[src/hdl/afd_pkg.sv]
// Shared types for the accelerometer FIFO triplet deframer.
package afd_pkg;

  typedef enum logic [1:0] {
    KIND_SAMPLE = 2'd0,
    KIND_EMPTY  = 2'd1,
    KIND_NONE   = 2'd2
  } kind_e;

endpackage

[src/hdl/accel_fifo_triplet_deframer.sv]
// Top level: accelerometer FIFO triplet deframer, start/word beats in, triplet beats out.
//
//   channel  | handshake                  | payload
//   ---------+----------------------------+----------------------------------------------
//   in       | in_valid_i / in_ready_o    | op, request_count, fifo_entries, fifo_word
//   out      | out_valid_o / out_ready_i  | kind, accel_x/y/z, samples_read, last
//
// One input beat per cycle while in_ready_o is high; a result appears in the output
// register in the cycle after the beat that causes it. in_ready_o is low only while a
// result waits in the full output register and out_ready_i is low. Reset returns the
// phase machine to idle and empties the output register.
module accel_fifo_triplet_deframer #(
  parameter int SAMPLE_BITS = 20
) (
  input  logic                  clk_i,
  input  logic                  rst_ni,
  input  logic                  in_valid_i,
  output logic                  in_ready_o,
  input  logic                  op_i,
  input  logic [15:0]           request_count_i,
  input  logic [6:0]            fifo_entries_i,
  input  logic [23:0]           fifo_word_i,
  output logic                  out_valid_o,
  input  logic                  out_ready_i,
  output afd_pkg::kind_e        kind_o,
  output logic signed [19:0]    accel_x_o,
  output logic signed [19:0]    accel_y_o,
  output logic signed [19:0]    accel_z_o,
  output logic [5:0]            samples_read_o,
  output logic                  last_o
);
  import afd_pkg::*;

  localparam logic OP_START = 1'b0;
  localparam logic [14:0] DIV3_MUL = 15'd171;
  localparam int DIV3_SHIFT = 9;

  typedef enum logic [3:0] {
    PH_IDLE  = 4'b0001,
    PH_HUNT  = 4'b0010,
    PH_GOT_X = 4'b0100,
    PH_GOT_Y = 4'b1000
  } phase_e;

  function automatic logic [19:0] sample_of(logic [23:0] w);
    logic signed [SAMPLE_BITS-1:0] raw;
    logic signed [23:0]            ext;
    raw = w[23 -: SAMPLE_BITS];
    ext = 24'(raw);
    return ext[19:0];
  endfunction

  phase_e      phase_q, phase_d;
  logic [23:0] held_x_q, held_x_d;
  logic [23:0] held_y_q, held_y_d;
  logic [5:0]  remaining_q, remaining_d;
  logic [5:0]  delivered_q, delivered_d;

  logic               out_valid_q, out_valid_d;
  kind_e              kind_q, kind_d;
  logic signed [19:0] x_q, x_d, y_q, y_d, z_q, z_d;
  logic [5:0]         count_q, count_d;
  logic               last_q, last_d;

  logic        in_fire;
  logic        res_valid;
  logic [14:0] div_prod;
  logic [5:0]  triplets;
  logic [5:0]  lim;
  logic        any_empty;

  assign in_ready_o = !out_valid_q || out_ready_i;
  assign in_fire    = in_valid_i && in_ready_o;

  // entries / 3 by reciprocal, exact for 7-bit counts
  assign div_prod = 15'(fifo_entries_i) * DIV3_MUL;
  assign triplets = 6'(div_prod >> DIV3_SHIFT);
  assign lim = (request_count_i < 16'(triplets)) ? request_count_i[5:0] : triplets;
  assign any_empty = held_x_q[1] || held_y_q[1] || fifo_word_i[1];

  always_comb begin
    phase_d     = phase_q;
    held_x_d    = held_x_q;
    held_y_d    = held_y_q;
    remaining_d = remaining_q;
    delivered_d = delivered_q;
    res_valid   = 1'b0;
    kind_d      = KIND_SAMPLE;
    x_d         = '0;
    y_d         = '0;
    z_d         = '0;
    count_d     = delivered_q;
    last_d      = 1'b1;
    if (in_fire) begin
      if (op_i == OP_START) begin
        delivered_d = '0;
        held_x_d    = '0;
        held_y_d    = '0;
        if (lim == 6'd0) begin
          remaining_d = '0;
          phase_d     = PH_IDLE;
          res_valid   = 1'b1;
          kind_d      = KIND_NONE;
          count_d     = '0;
        end else begin
          remaining_d = lim;
          phase_d     = PH_HUNT;
        end
      end else begin
        case (phase_q)
          PH_HUNT: begin
            if (fifo_word_i[0]) begin
              held_x_d = fifo_word_i;
              phase_d  = PH_GOT_X;
            end
          end
          PH_GOT_X: begin
            held_y_d = fifo_word_i;
            phase_d  = PH_GOT_Y;
          end
          PH_GOT_Y: begin
            res_valid = 1'b1;
            if (any_empty) begin
              phase_d     = PH_IDLE;
              remaining_d = '0;
              kind_d      = KIND_EMPTY;
            end else begin
              delivered_d = delivered_q + 6'd1;
              remaining_d = remaining_q - 6'd1;
              phase_d     = (remaining_q == 6'd1) ? PH_IDLE : PH_HUNT;
              kind_d      = KIND_SAMPLE;
              x_d         = sample_of(held_x_q);
              y_d         = sample_of(held_y_q);
              z_d         = sample_of(fifo_word_i);
              count_d     = delivered_q + 6'd1;
              last_d      = (remaining_q == 6'd1);
            end
          end
          default: begin
          end
        endcase
      end
    end
  end

  always_comb begin
    out_valid_d = out_valid_q;
    if (res_valid) begin
      out_valid_d = 1'b1;
    end else if (out_ready_i) begin
      out_valid_d = 1'b0;
    end
  end

  always_ff @(posedge clk_i or negedge rst_ni) begin
    if (!rst_ni) begin
      phase_q     <= PH_IDLE;
      held_x_q    <= '0;
      held_y_q    <= '0;
      remaining_q <= '0;
      delivered_q <= '0;
      out_valid_q <= 1'b0;
    end else begin
      phase_q     <= phase_d;
      held_x_q    <= held_x_d;
      held_y_q    <= held_y_d;
      remaining_q <= remaining_d;
      delivered_q <= delivered_d;
      out_valid_q <= out_valid_d;
    end
  end

  always_ff @(posedge clk_i) begin
    if (res_valid) begin
      kind_q  <= kind_d;
      x_q     <= x_d;
      y_q     <= y_d;
      z_q     <= z_d;
      count_q <= count_d;
      last_q  <= last_d;
    end
  end

  assign out_valid_o    = out_valid_q;
  assign kind_o         = kind_q;
  assign accel_x_o      = x_q;
  assign accel_y_o      = y_q;
  assign accel_z_o      = z_q;
  assign samples_read_o = count_q;
  assign last_o         = last_q;

endmodule

[config.mk]
export PLATFORM = sky130hd
export DESIGN_NAME = accel_fifo_triplet_deframer
export DESIGN_NICKNAME = d
export VERILOG_FILES = /design/src/hdl/afd_pkg.sv /design/src/hdl/accel_fifo_triplet_deframer.sv
export SDC_FILE = /design/constraint.sdc
export NUM_CORES = 1
export LEC_CHECK = 0
export BUFFER_PORTS_ARGS = -buffer_cell sky130_fd_sc_hd__buf_2
export CORE_MARGIN = 2
export CORE_UTILIZATION = 56
export DETAILED_ROUTE_END_ITERATION = 7
export PLACE_DENSITY = 0.8
export SLEW_MARGIN = 20
export SYNTH_ARGS = -nofsm -noshare
export SYNTH_HDL_FRONTEND = slang
export SYNTH_SLANG_ARGS = --single-unit
export TNS_END_PERCENT = 1
[constraint.sdc]
create_clock -name clk_i -period 6.3 [get_ports clk_i]
set_input_delay 0 -clock clk_i [delete_from_list [all_inputs] [get_ports clk_i]]
set_output_delay 0 -clock clk_i [all_outputs]
set_load 0.01 [all_outputs]
==> results of run 1 <==
-- worst min-delay path by stage --
| stage | from | end | slack, ns |
|---|---|---|---|
| 2_1_floorplan | rst_ni | delivered_q[0]$_DFFE_PN0P_ | -0.30 |
| 6_report | out_ready_i | out_valid_o$_DFFE_PN0P_ | 0.01 |
| 3_3_place_gp | rst_ni | held_x_q[18]$_DFFE_PN0P_ | 0.20 |
| 5_1_grt | request_count_i[3] | remaining_q[3]$_DFFE_PN0P_ | 0.06 |
| 4_1_cts | out_ready_i | out_valid_o$_DFFE_PN0P_ | 0.002 |
| 3_5_place_dp | rst_ni | held_x_q[18]$_DFFE_PN0P_ | 0.21 |
-- final cells by class --
| type | count | area, µm² | area share |
|---|---|---|---|
| Tap cell | 143 | 179 | 0.0214 |
| Sequential cell | 128 | 3550 | 0.425 |
| Multi-Input combinational cell | 385 | 2970 | 0.355 |
| Clock buffer | 17 | 425 | 0.0509 |
| Inverter | 33 | 124 | 0.0148 |
| Timing Repair Buffer | 152 | 926 | 0.111 |
| Clock inverter | 15 | 193 | 0.0230 |
-- cell families after synthesis --
group	Yosys count	share of synthesized area
mux	31	0.0508
compound gates	117	0.127
xor+xnor	8	0.0105
buf+inv	60	0.0342
simple gates	177	0.141
fa+ha+maj	52	0.107
flops	128	0.529
-- synthesized netlist by cell type (2+ instances only) --
master | n | area (µm²)
edfxtp_1 | 69 | 2070
and2_1 | 60 | 375
dfrtp_1 | 58 | 1450
nand2_1 | 57 | 214
ha_1 | 43 | 538
o21ai_0 | 37 | 185
inv_1 | 32 | 120
a22o_1 | 28 | 245
clkbuf_1 | 24 | 90.1
mux2_2 | 24 | 270
nor2_1 | 21 | 78.8
a21oi_1 | 10 | 50.1
a21o_1 | 9 | 67.6
fa_1 | 9 | 180
mux2i_1 | 7 | 70.1
nor3_1 | 6 | 30.0
xnor2_1 | 6 | 52.6
nand3_1 | 4 | 20.0
nor4_1 | 4 | 25.0
o22ai_1 | 4 | 25.0
and3_1 | 3 | 18.8
o211ai_1 | 3 | 22.5
o21ai_1 | 3 | 15.0
o21bai_1 | 3 | 22.5
o31ai_1 | 3 | 22.5
buf_1 | 2 | 7.51
nand2b_1 | 2 | 12.5
nand4_1 | 2 | 12.5
nor3b_1 | 2 | 15.0
nor4b_1 | 2 | 17.5
o211ai_2 | 2 | 25.0
or2_2 | 2 | 12.5
xor2_1 | 2 | 17.5
-- state kept, by name (all words and copies together) (netlist names) --
| register | count |
|---|---|
| held_x_q | 21 |
| held_y_q | 21 |
| accel_x_o | 20 |
| accel_y_o | 20 |
| accel_z_o | 20 |
| delivered_q | 6 |
| remaining_q | 6 |
| samples_read_o | 6 |
| phase_q | 4 |
| kind_o | 2 |
| last_o | 1 |
| out_valid_o | 1 |
-- power breakdown --
part,leakage (nW),internal (mW),switching [mW]
clock network,0.308,0.660,0.354
registers,1.41,1.06,0.113
logic,2.10,0.385,0.451
-- worst register-to-register path: stages, from the launching register on --
cell     delay [ns]
dfrtp_1        0.46
or4b_1         0.64
a21o_1         0.32
nor2_4         0.40
buf_12         0.25
and2_1         0.18
-- stage by stage --
stage / worst slack [ns] / setup TNS, ns / hold slack (ns) / std cells / instance area (µm²)
after floorplan: -0.0300 / -2.07 / -0.296 / 573 / 6740
after global placement: 0.352 / 0 / 0.203 / 816 / 7480
after detailed placement: 0.169 / 0 / 0.213 / 816 / 7480
after CTS: 0.597 / 0 / 0.00199 / 872 / 8340
after global routing: 0.218 / 0 / 0.0572 / 873 / 8360
final: 0.547 / 0 / 0.0115 / 873 / 8360
-- metal layers --
layer  global-route usage  part of all wire  wire [µm]  vias up
met5                    0                 0          0        -
met3               0.0484             0.046        653       20
li1                     -                 -          -     2353
met4               0.0659             0.013        181        0
met1                0.295              0.43       6180     2349
met2                0.403              0.51       7330      164
==> run summary, run 1 <==
Run status: completed
Initial core utilization: 0.580
Post_cts resized: 0
Fin. Hold Viols: 0
Hold Path Class: in -> reg
Die Ht: 113 µm
Largest net degree at the start of global routing: 70
Critical Path Stages: 23
Worst Reg-to-Reg Cells: 5
Clock transition at path regs: 0.06 ns
Port bufs: 120
Worst R2R Start: phase_q[1]$_DFFE_PN0P_
First-pass GRT wire length: 23600 µm
VDD IR max: 215 µV
Die area: 0.0129 mm²
Post-Syn Nets: 677
Clock Skew: 0.00784 ns
Cts bufs inserted: 17
Critical Path, Cell by Cell: buf_2 > ha_4 > fa_1 > inv_1 > fa_1 > inv_1 > fa_1 > ha_1 > nand4_1 > o311a_4 > or2_4 > a211oi_2 > nor2_1 > ha_1 > nand2_1 > nor4_1 > o21ai_1 > o31ai_1 > buf_4 > and4_1 > o32ai_4 > nor2_4 > buf_12
Cell count after synthesis: 573
Worst EP required: 6.36 ns
Buf/Inv on CP: 5
FF-to-FF setup slack: 3.90 ns
Setup crit end kind: flip-flop
Worst r2r dst: accel_x_o[19]$_SDFFCE_PP0P_
WP data arrival: 5.81 ns
Register area share after synthesis: 0.529
DR vias/cell: 5.60
GR Util All Layers: 0.231
Crit path max fanout: 69
Critical Path End: accel_y_o[5]$_SDFFCE_PP0P_
Clk Latency, worst-skew pair: 0.41 ns
Final wirelength: 14300 µm
Netlist cell types: 63
Cell area after synthesis: 0.00670 mm²
Diode count: 0
Critical path class: in -> reg
# DRC: 0
Antenna violations before repair: 0
Fmax: 0.174 GHz
H-Tree Depth: 4
Core Util, Final: 0.723
Crit-path leading delay family: adder cells
Synthesis-to-finish area growth: 24.7%
Row count: 39
Ys async rst share: 0.461
Clk sinks: 128
# Post-CTS Setup Buffers: 0
Layout cell share with drive strength beyond 1: 0.278
Die width: 113 µm
Cell Pwr Density: 361 mW/mm²
Main flop type after synthesis: edfxtp_1
Max incr delay on CP: 0.52 ns
Clock Root Buffer: clkbuf_16
CTS Buffer Depth: 2
Grt total ovfl: 0
Hold Buf Count CTS: 24
Number of fill cells: 808
Tot Pwr: 3.02 mW
I/O pins: 123
Final setup violation count: 0
Final min period: 5.75 ns
WL per Instance: 16.4 µm
Worst slew margin: 0.352
Commonest non-fill, non-tap cell in the layout: buf_2
Crit path launch type: input port
LEAKAGE: 3.82 nW
Drt first-iter violations: 457
DR vias: 4886
CORE AREA: 0.0116 mm²
Yosys warns: 0
FF+latch count, synth: 128
Worst-Margin Slew: 0.973 ns
RSZ-0062 raised after global routing: false
Placer Congestion: 0.856
Final period utilization: 0.913
Most Frequent Cell on Critical Path: fa_1
Beginning of the critical path: fifo_entries_i[4]
CTS tree: yes
Final ANT Viol Nets: 0
EDFF count, synth: 69
NumNets Final: 821
Drt first pass iters: 5
Hold depth: 3
Slowest cell on the critical path: fa_1
Max-slew violation count: 0
Detail Placement HPWL: 9160 µm
Commonest cells after routing, fill and taps aside: 120 x buf_2, 69 x edfxtp_1, 60 x and2_1
Vias in the first global route: 4909
Syn avg cell area: 11.7 µm²
Max-Cap Viols: 0
Power figures use the tool's default switching activity.
==> run 2, diff against run 1 <==
--- a/config.mk
+++ b/config.mk
@@ -7,9 +7,9 @@
 export LEC_CHECK = 0
 export BUFFER_PORTS_ARGS = -buffer_cell sky130_fd_sc_hd__buf_2
 export CORE_MARGIN = 2
-export CORE_UTILIZATION = 56
+export CORE_UTILIZATION = 51
 export DETAILED_ROUTE_END_ITERATION = 7
-export PLACE_DENSITY = 0.8
+export PLACE_DENSITY = 0.77
 export SLEW_MARGIN = 20
 export SYNTH_ARGS = -nofsm -noshare
 export SYNTH_HDL_FRONTEND = slang
==> constraint.sdc (replaced) <==
create_clock -name clk_i -period 5.1 [get_ports clk_i]
set_input_delay 0 -clock clk_i [delete_from_list [all_inputs] [get_ports clk_i]]
set_output_delay 0 -clock clk_i [all_outputs]
set_load 0.01 [all_outputs]
==> run 2 against run 1 <==
  * The flow now finishes with violations (setup timing)
  * Final cell count is 9.3% higher
  * Sequential power up 23%
  * Sequential cell count unchanged
  * Total power is 26% higher
  * Die area increased by 9.4%
  * Sequential share of layout area shrank 2.5 points
  * Global-route usage grew 0.41 points
  * Worst setup slack got worse by 0.84 ns
==> run summary, run 2 (same netlist as run 1, synthesis figures left out) <==
Run status: finished, violations left
Failing checks: setup timing
Placer Congestion: 0.947 (+11%)
Area post-placement: 0.00786 mm² (+5.0%)
Final wirelength: 15800 µm (+10%)
VDD IR max: 261 µV (+22%)
Worst-Margin Slew: 0.979 ns (+0.00634 ns)
Final WS setup: -0.292 ns (-0.839 ns)
Final ANT Viol Nets: 0 (unchanged)
Final Hold Slack: 0.00383 ns (-0.00770 ns)
CTS tree: yes
Synthesis-to-finish area growth: 32.6%
Final period utilization: 1.06
I/O pins: 123 (unchanged)
Fin. Hold Viols: 0 (unchanged)
Clock Root Buffer: clkbuf_16
Die Ht: 119 µm (+4.6%)
CTS Buffer Depth: 2 (unchanged)
Number of fill cells: 899 (+11%)
Cell Pwr Density: 428 mW/mm² (+18%)
Drt first pass iters: 5 (unchanged)
Layout cell share with drive strength beyond 1: 0.336 (+0.0582)
NumNets Final: 873 (+6.3%)
Worst slew margin: 0.347 (-0.00423)
Port bufs: 120 (unchanged)
Tot Pwr: 3.80 mW (+26%)
Clock transition at path regs: 0.05 ns (about the same)
WP data arrival: 5.51 ns (-0.30 ns)
LEAKAGE: 4.06 nW (+6.3%)
Most Frequent Cell on Critical Path: fa_1
Drt first-iter violations: 341 (-25%)
Clk Latency, worst-skew pair: 0.41 ns (about the same)
Final setup violation count: 80 (+80)
WL per Instance: 16.6 µm (+1.1%)
Core Util, Final: 0.699 (-0.0241)
Dpl cells: 888 (+8.8%)
Largest net degree at the start of global routing: 64 (-8.6%)
Die area: 0.0141 mm² (+9.4%)
Max incr delay on CP: 0.53 ns (about the same)
Cts bufs inserted: 17 (unchanged)
Non-filler instance count after layout: 954 (+9.3%)
Commonest non-fill, non-tap cell in the layout: buf_2
RSZ-0062 raised after global routing: true
DR vias: 5195 (+6.3%)
Fmax: 0.185 GHz
First-pass GRT wire length: 26400 µm (+12%)
Grt total ovfl: 0 (unchanged)
Slowest cell on the critical path: fa_1
Buf/Inv on CP: 6 (+1)
Crit-path leading delay family: adder cells
Top flop regs: held_x_q (21), held_y_q (21)
Crit path max fanout: 18 (-74%)
Worst EP required: 5.22 ns (-1.14 ns)
DR vias/cell: 5.45 (-2.7%)
Max-Cap Viols: 0 (unchanged)
H-Tree Depth: 4 (unchanged)
CORE AREA: 0.0127 mm² (+10%)
Hold Path Class: in -> reg
Setup crit end kind: flip-flop
Critical path class: in -> reg
Antenna violations before repair: 0 (unchanged)
Max-slew violation count: 0 (unchanged)
Die width: 119 µm (+4.6%)
Final min period: 5.39 ns
Detail Placement HPWL: 10300 µm (+12%)
GR Util All Layers: 0.235 (+0.00411)
Final Cell Area: 0.00889 mm² (+6.3%)
Commonest cells after routing, fill and taps aside: 120 x buf_2, 69 x edfxtp_1, 60 x and2_1
Initial core utilization: 0.527 (-0.0527)
Crit path launch type: input port
Clock Skew: 0.00910 ns (+0.00126 ns)
Diode count: 0 (unchanged)
Row count: 41 (+5.1%)
Clk sinks: 128 (unchanged)
Vias in the first global route: 5340 (+8.8%)
# DRC: 0 (unchanged)
## run 2: changes by cell type in the layout (fill, tap and decap cells not counted), moves of 3 or more
cell | previous run | this run
buf_16 | 0 | 4
bufinv_16 | 4 | 1
nor4_1 | 4 | 1
o21ai_0 | 36 | 33
clkinvlp_4 | 0 | 3
clkinv_4 | 4 | 1
nor4_4 | 0 | 3
buf_4 | 6 | 54
o21ai_1 | 4 | 7
## run 2: per-stage QoR
step	TNS, ns	worst slack (ns)
5_1_grt	-39.62	-0.538
2_1_floorplan	-86.03	-1.23
4_1_cts	-9.70	-0.168
6_report	-19.27	-0.292
3_3_place_gp	-46.15	-0.633
3_5_place_dp	-65.05	-0.860
## run 2: cell type report
cell class,count,area [µm²],share of cell area
clock buffers,20,447,0.0502
clock inverters,12,93.8,0.0106
inverters,33,124,0.0139
multi-input cells,385,3070,0.345
flip-flops and latches,128,3550,0.399
well taps,172,215,0.0242
repair buffers,204,1400,0.157
## run 2: power by group
part           internal (mW)  switching, mW
clock network          0.674          0.425
logic                  0.635          0.627
registers               1.30          0.137
## run 2: repair_timing
action,4_1_cts,5_1_grt
resized for setup,16,7
endpoints found under the setup margin,78,85
cloned,2,0
hold buffers,23,0
pin swaps,16,2
buffers inserted,8,0
hold endpoints to repair,116,0
## run 2: path summary, 6_finish.rpt
kind | start | to | slack (ns) | cells after the start
worst min register to register | held_x_q[17]$_DFFE_PN0P_ | held_x_q[17]$_DFFE_PN0P_ | 0.47 | 2
worst max-delay path | fifo_entries_i[4] | accel_z_o[13]$_SDFFCE_PP0P_ | -0.29 | 25
max in group asynchronous | rst_ni | out_valid_o$_DFFE_PN0P_ | 4.28 | 3
min in group asynchronous | rst_ni | held_x_q[6]$_DFFE_PN0P_ | 0.27 | 3
worst min-delay path | request_count_i[4] | remaining_q[4]$_DFFE_PN0P_ | 0.004 | 3
worst max register to register | phase_q[1]$_DFFE_PN0P_ | accel_z_o[8]$_SDFFCE_PP0P_ | 2.56 | 5
## run 2: worst reg2reg max path, cell delays in order, from the launching register on
cell and delay, ns:
dfrtp_1 0.45, or4b_1 0.63, a21o_1 0.33, nor2_4 0.58, buf_16 0.25, and2_1 0.16
## run 2: layer usage
metal / vias to the layer above / global-route usage / routed length [µm]
met2: 202 / 0.412 / 8260
met4: 0 / 0.0722 / 257
li1: 2456 / - / -
met5: - / 0 / 0
met3: 22 / 0.0430 / 760
met1: 2515 / 0.296 / 6570
==> run 3, diff against run 2 <==
--- a/config.mk
+++ b/config.mk
@@ -6,10 +6,12 @@
 export NUM_CORES = 1
 export LEC_CHECK = 0
 export BUFFER_PORTS_ARGS = -buffer_cell sky130_fd_sc_hd__buf_2
+export CELL_PAD_IN_SITES_DETAIL_PLACEMENT = 1
+export CELL_PAD_IN_SITES_GLOBAL_PLACEMENT = 1
 export CORE_MARGIN = 2
-export CORE_UTILIZATION = 51
+export CORE_UTILIZATION = 40
 export DETAILED_ROUTE_END_ITERATION = 7
-export PLACE_DENSITY = 0.77
+export PLACE_DENSITY_LB_ADDON = 0.1
 export SLEW_MARGIN = 20
 export SYNTH_ARGS = -nofsm -noshare
 export SYNTH_HDL_FRONTEND = slang
==> constraint.sdc (replaced) <==
create_clock -name clk_i -period 5.1 [get_ports clk_i]
set_input_delay 0 -clock clk_i [delete_from_list [all_inputs] [get_ports clk_i]]
set_output_delay 0 -clock clk_i [all_outputs]
set_load 0.005 [all_outputs]
==> run 3 against run 2 <==
  * Clock skew grew 0.0028 ns
  * Register-to-register slack gained 0.15 ns
  * Via count shrank 0.42%
  * Maximum frequency grew 0.99%
  * The flow still finishes with violations (setup timing)
==> run summary, run 3 (same netlist as run 1, synthesis figures left out) <==
Die Ht: 133 µm (+12%)
Final WS setup: -0.239 ns (+0.0527 ns)
Vias in the first global route: 5557 (+4.1%)
RSZ-0062 raised after global routing: true
Max-Cap Viols: 0 (unchanged)
Row count: 47 (+15%)
Area post-placement: 0.00788 mm² (+0.35%)
First-pass GRT wire length: 27600 µm (+4.4%)
LEAKAGE: 4.10 nW (+1.1%)
CORE AREA: 0.0165 mm² (+29%)
Crit-path leading delay family: adder cells
DR vias/cell: 5.13 (-5.8%)
Placer Congestion: 0.797 (-16%)
Drt first pass iters: 5 (unchanged)
Tot Pwr: 3.86 mW (+1.6%)
Slowest cell on the critical path: fa_1
DR vias: 5173 (-0.42%)
Clk pwr share: 0.286 (-0.003)
Commonest cells after routing, fill and taps aside: 118 x buf_2, 69 x edfxtp_1, 60 x and2_1
Worst slew margin: 0.443 (+0.0953)
GR Util All Layers: 0.198 (-0.0374)
CTS tree: yes
NumNets Final: 879 (+0.69%)
Hold Path Class: in -> reg
WP data arrival: 5.47 ns (-0.04 ns)
CTS Buffer Depth: 2 (unchanged)
Met2 GRT Util: 0.343 (-0.0686)
Final Cell Area: 0.00915 mm² (+2.9%)
Met3 Resource Use GR: 0.0453 (+0.00233)
Max incr delay on CP: 0.50 ns (-0.03 ns)
Pint: 2.65 mW (+1.2%)
Antenna violations before repair: 0 (unchanged)
WL per Instance: 17.4 µm (+4.7%)
Largest net degree at the start of global routing: 64 (unchanged)
Top flop regs: held_x_q (21), held_y_q (21)
Clock transition at path regs: 0.05 ns (about the same)
Worst-Margin Slew: 0.836 ns (-0.143 ns)
Fin. Hold Viols: 0 (unchanged)
GR peak layer: met2
Diode count: 0 (unchanged)
Crit path max fanout: 8 (-10)
Clk Latency, worst-skew pair: 0.42 ns (about the same)
Critical path class: in -> reg
Grt total ovfl: 0 (unchanged)
Clock Root Buffer: clkbuf_16
Final min period: 5.34 ns (-0.0527 ns)
Final setup violation count: 75 (-6.3%)
Buf/Inv on CP: 6 (unchanged)
Worst EP required: 5.23 ns (about the same)
Port bufs: 120 (unchanged)
Seq pwr share: 0.374 (-0.005)
Synthesis-to-finish area growth: 36.5%
Drt first-iter violations: 149 (-56%)
Cts bufs inserted: 17 (unchanged)
Met1 Track Usage GR: 0.248 (-0.0474)
Layout cell share with drive strength beyond 1: 0.358 (+0.0216)
Switching Fraction: 0.315 (+0.00252)
Pre-CTS WS: -0.931 ns (-0.0708 ns)
Crit path launch type: input port
Run status: finished, violations left
Final period utilization: 1.05 (-0.0103)
Clock Skew: 0.0119 ns (+0.00278 ns)
FF-to-FF setup slack: 2.71 ns (+0.15 ns)
H-Tree Depth: 4 (unchanged)
Final ANT Viol Nets: 0 (unchanged)
Cell Pwr Density: 422 mW/mm² (-1.3%)
Failing checks: setup timing
Critical Path, Cell by Cell: buf_4 > ha_4 > fa_1 > inv_1 > fa_1 > inv_2 > fa_1 > ha_4 > nand4_1 > o311a_4 > or2_4 > a211oi_4 > nor2_2 > ha_4 > nand2_4 > nor4_2 > o21ai_1 > o31ai_2 > buf_4 > and4_4 > o32ai_4 > nor2_4 > buf_12 > clkbuf_16
Detail Placement HPWL: 11600 µm (+13%)
VDD IR max: 266 µV (+1.8%)
Max-slew violation count: 0 (unchanged)
I/O pins: 123 (unchanged)
Commonest non-fill, non-tap cell in the layout: buf_2
Die width: 133 µm (+12%)
Initial core utilization: 0.407 (-0.120)
Die area: 0.0178 mm² (+27%)
Number of fill cells: 1777 (+98%)
Psw: 1.22 mW (+2.4%)
# DRC: 0 (unchanged)
Logic pwr share: 0.340 (+0.008)
Final wirelength: 17500 µm (+11%)
Clk sinks: 128 (unchanged)
Fmax: 0.187 GHz (+0.99%)
Setup crit end kind: flip-flop
==> run 3: cell count changes in the layout (fill, tap and decap cells not counted), moves of 2 or more <==
| cell | before | now |
|---|---|---|
| ha_1 | 41 | 36 |
| o21ai_1 | 7 | 5 |
| buf_2 | 120 | 118 |
| ha_4 | 2 | 6 |
| clkbuf_16 | 17 | 20 |
| buf_4 | 54 | 57 |
==> run 3: layer usage <==
| layer | part of all wire | routed length [µm] |
|---|---|---|
| met1 | 0.44 | 7750 |
| met2 | 0.52 | 9040 |
| met3 | 0.033 | 573 |
| met4 | 0.0087 | 152 |
| met5 | 0 | 0 |
==> run 3: final timing paths <==
kind / start / to / cells after the start
worst max-delay path: fifo_entries_i[4] / accel_z_o[5]$_SDFFCE_PP0P_ / 24
worst min-delay path: request_count_i[2] / remaining_q[2]$_DFFE_PN0P_ / 4
worst max register to register: phase_q[1]$_DFFE_PN0P_ / accel_y_o[6]$_SDFFCE_PP0P_ / 5
worst min register to register: held_x_q[19]$_DFFE_PN0P_ / held_x_q[19]$_DFFE_PN0P_ / 2
max in group asynchronous: rst_ni / held_y_q[22]$_DFFE_PN0P_ / 3
min in group asynchronous: rst_ni / delivered_q[1]$_DFFE_PN0P_ / 3
==> run 3: area by class of cell <==
class | instances | area [µm²] | area share
Tap cell | 220 | 275 | 0.0301
Multi-Input combinational cell | 385 | 3150 | 0.345
Inverter | 33 | 124 | 0.0135
Clock buffer | 20 | 447 | 0.0488
Timing Repair Buffer | 210 | 1500 | 0.164
Clock inverter | 12 | 95.1 | 0.0104
Sequential cell | 128 | 3550 | 0.388
==> run 3: worst register-to-register path, cell delays in order (launching register included) <==
cell     delay [ns]
dfrtp_1        0.46
or4b_1         0.66
a21o_1         0.33
nor2_4         0.36
buf_12         0.25
and2_1         0.18
==> run 3: power by group through the flow <==
stage               Sequential [mW]  Clock [mW]  Combinational, mW
floorplan                      1.41           0              0.738
global placement               1.44           0               1.09
detailed placement             1.46           0               1.14
CTS                            1.44        1.13               1.22
global route                   1.47        1.17               1.46
finish                         1.45        1.10               1.31
==> run 3: stage by stage <==
stage	util	setup TNS [ns]	cells	hold WS, ns
after floorplan	-	-86.03	573	-0.296
after global placement	0.479	-48.35	931	0.222
after detailed placement	0.479	-69.56	931	0.216
after CTS	0.537	-14.55	997	0.0208
after global routing	0.556	-31.66	1008	0.0304
final	0.556	-14.71	1008	0.0359
==> run 3: repair_timing <==
item / in CTS / in global routing
endpoints found under the setup margin: 78 / 85
cloned: 1 / 5
pin swaps: 7 / 26
hold buffers: 23 / 0
buffers inserted: 10 / 5
endpoints found under the hold margin: 120 / 0
gates resized for setup: 9 / 28
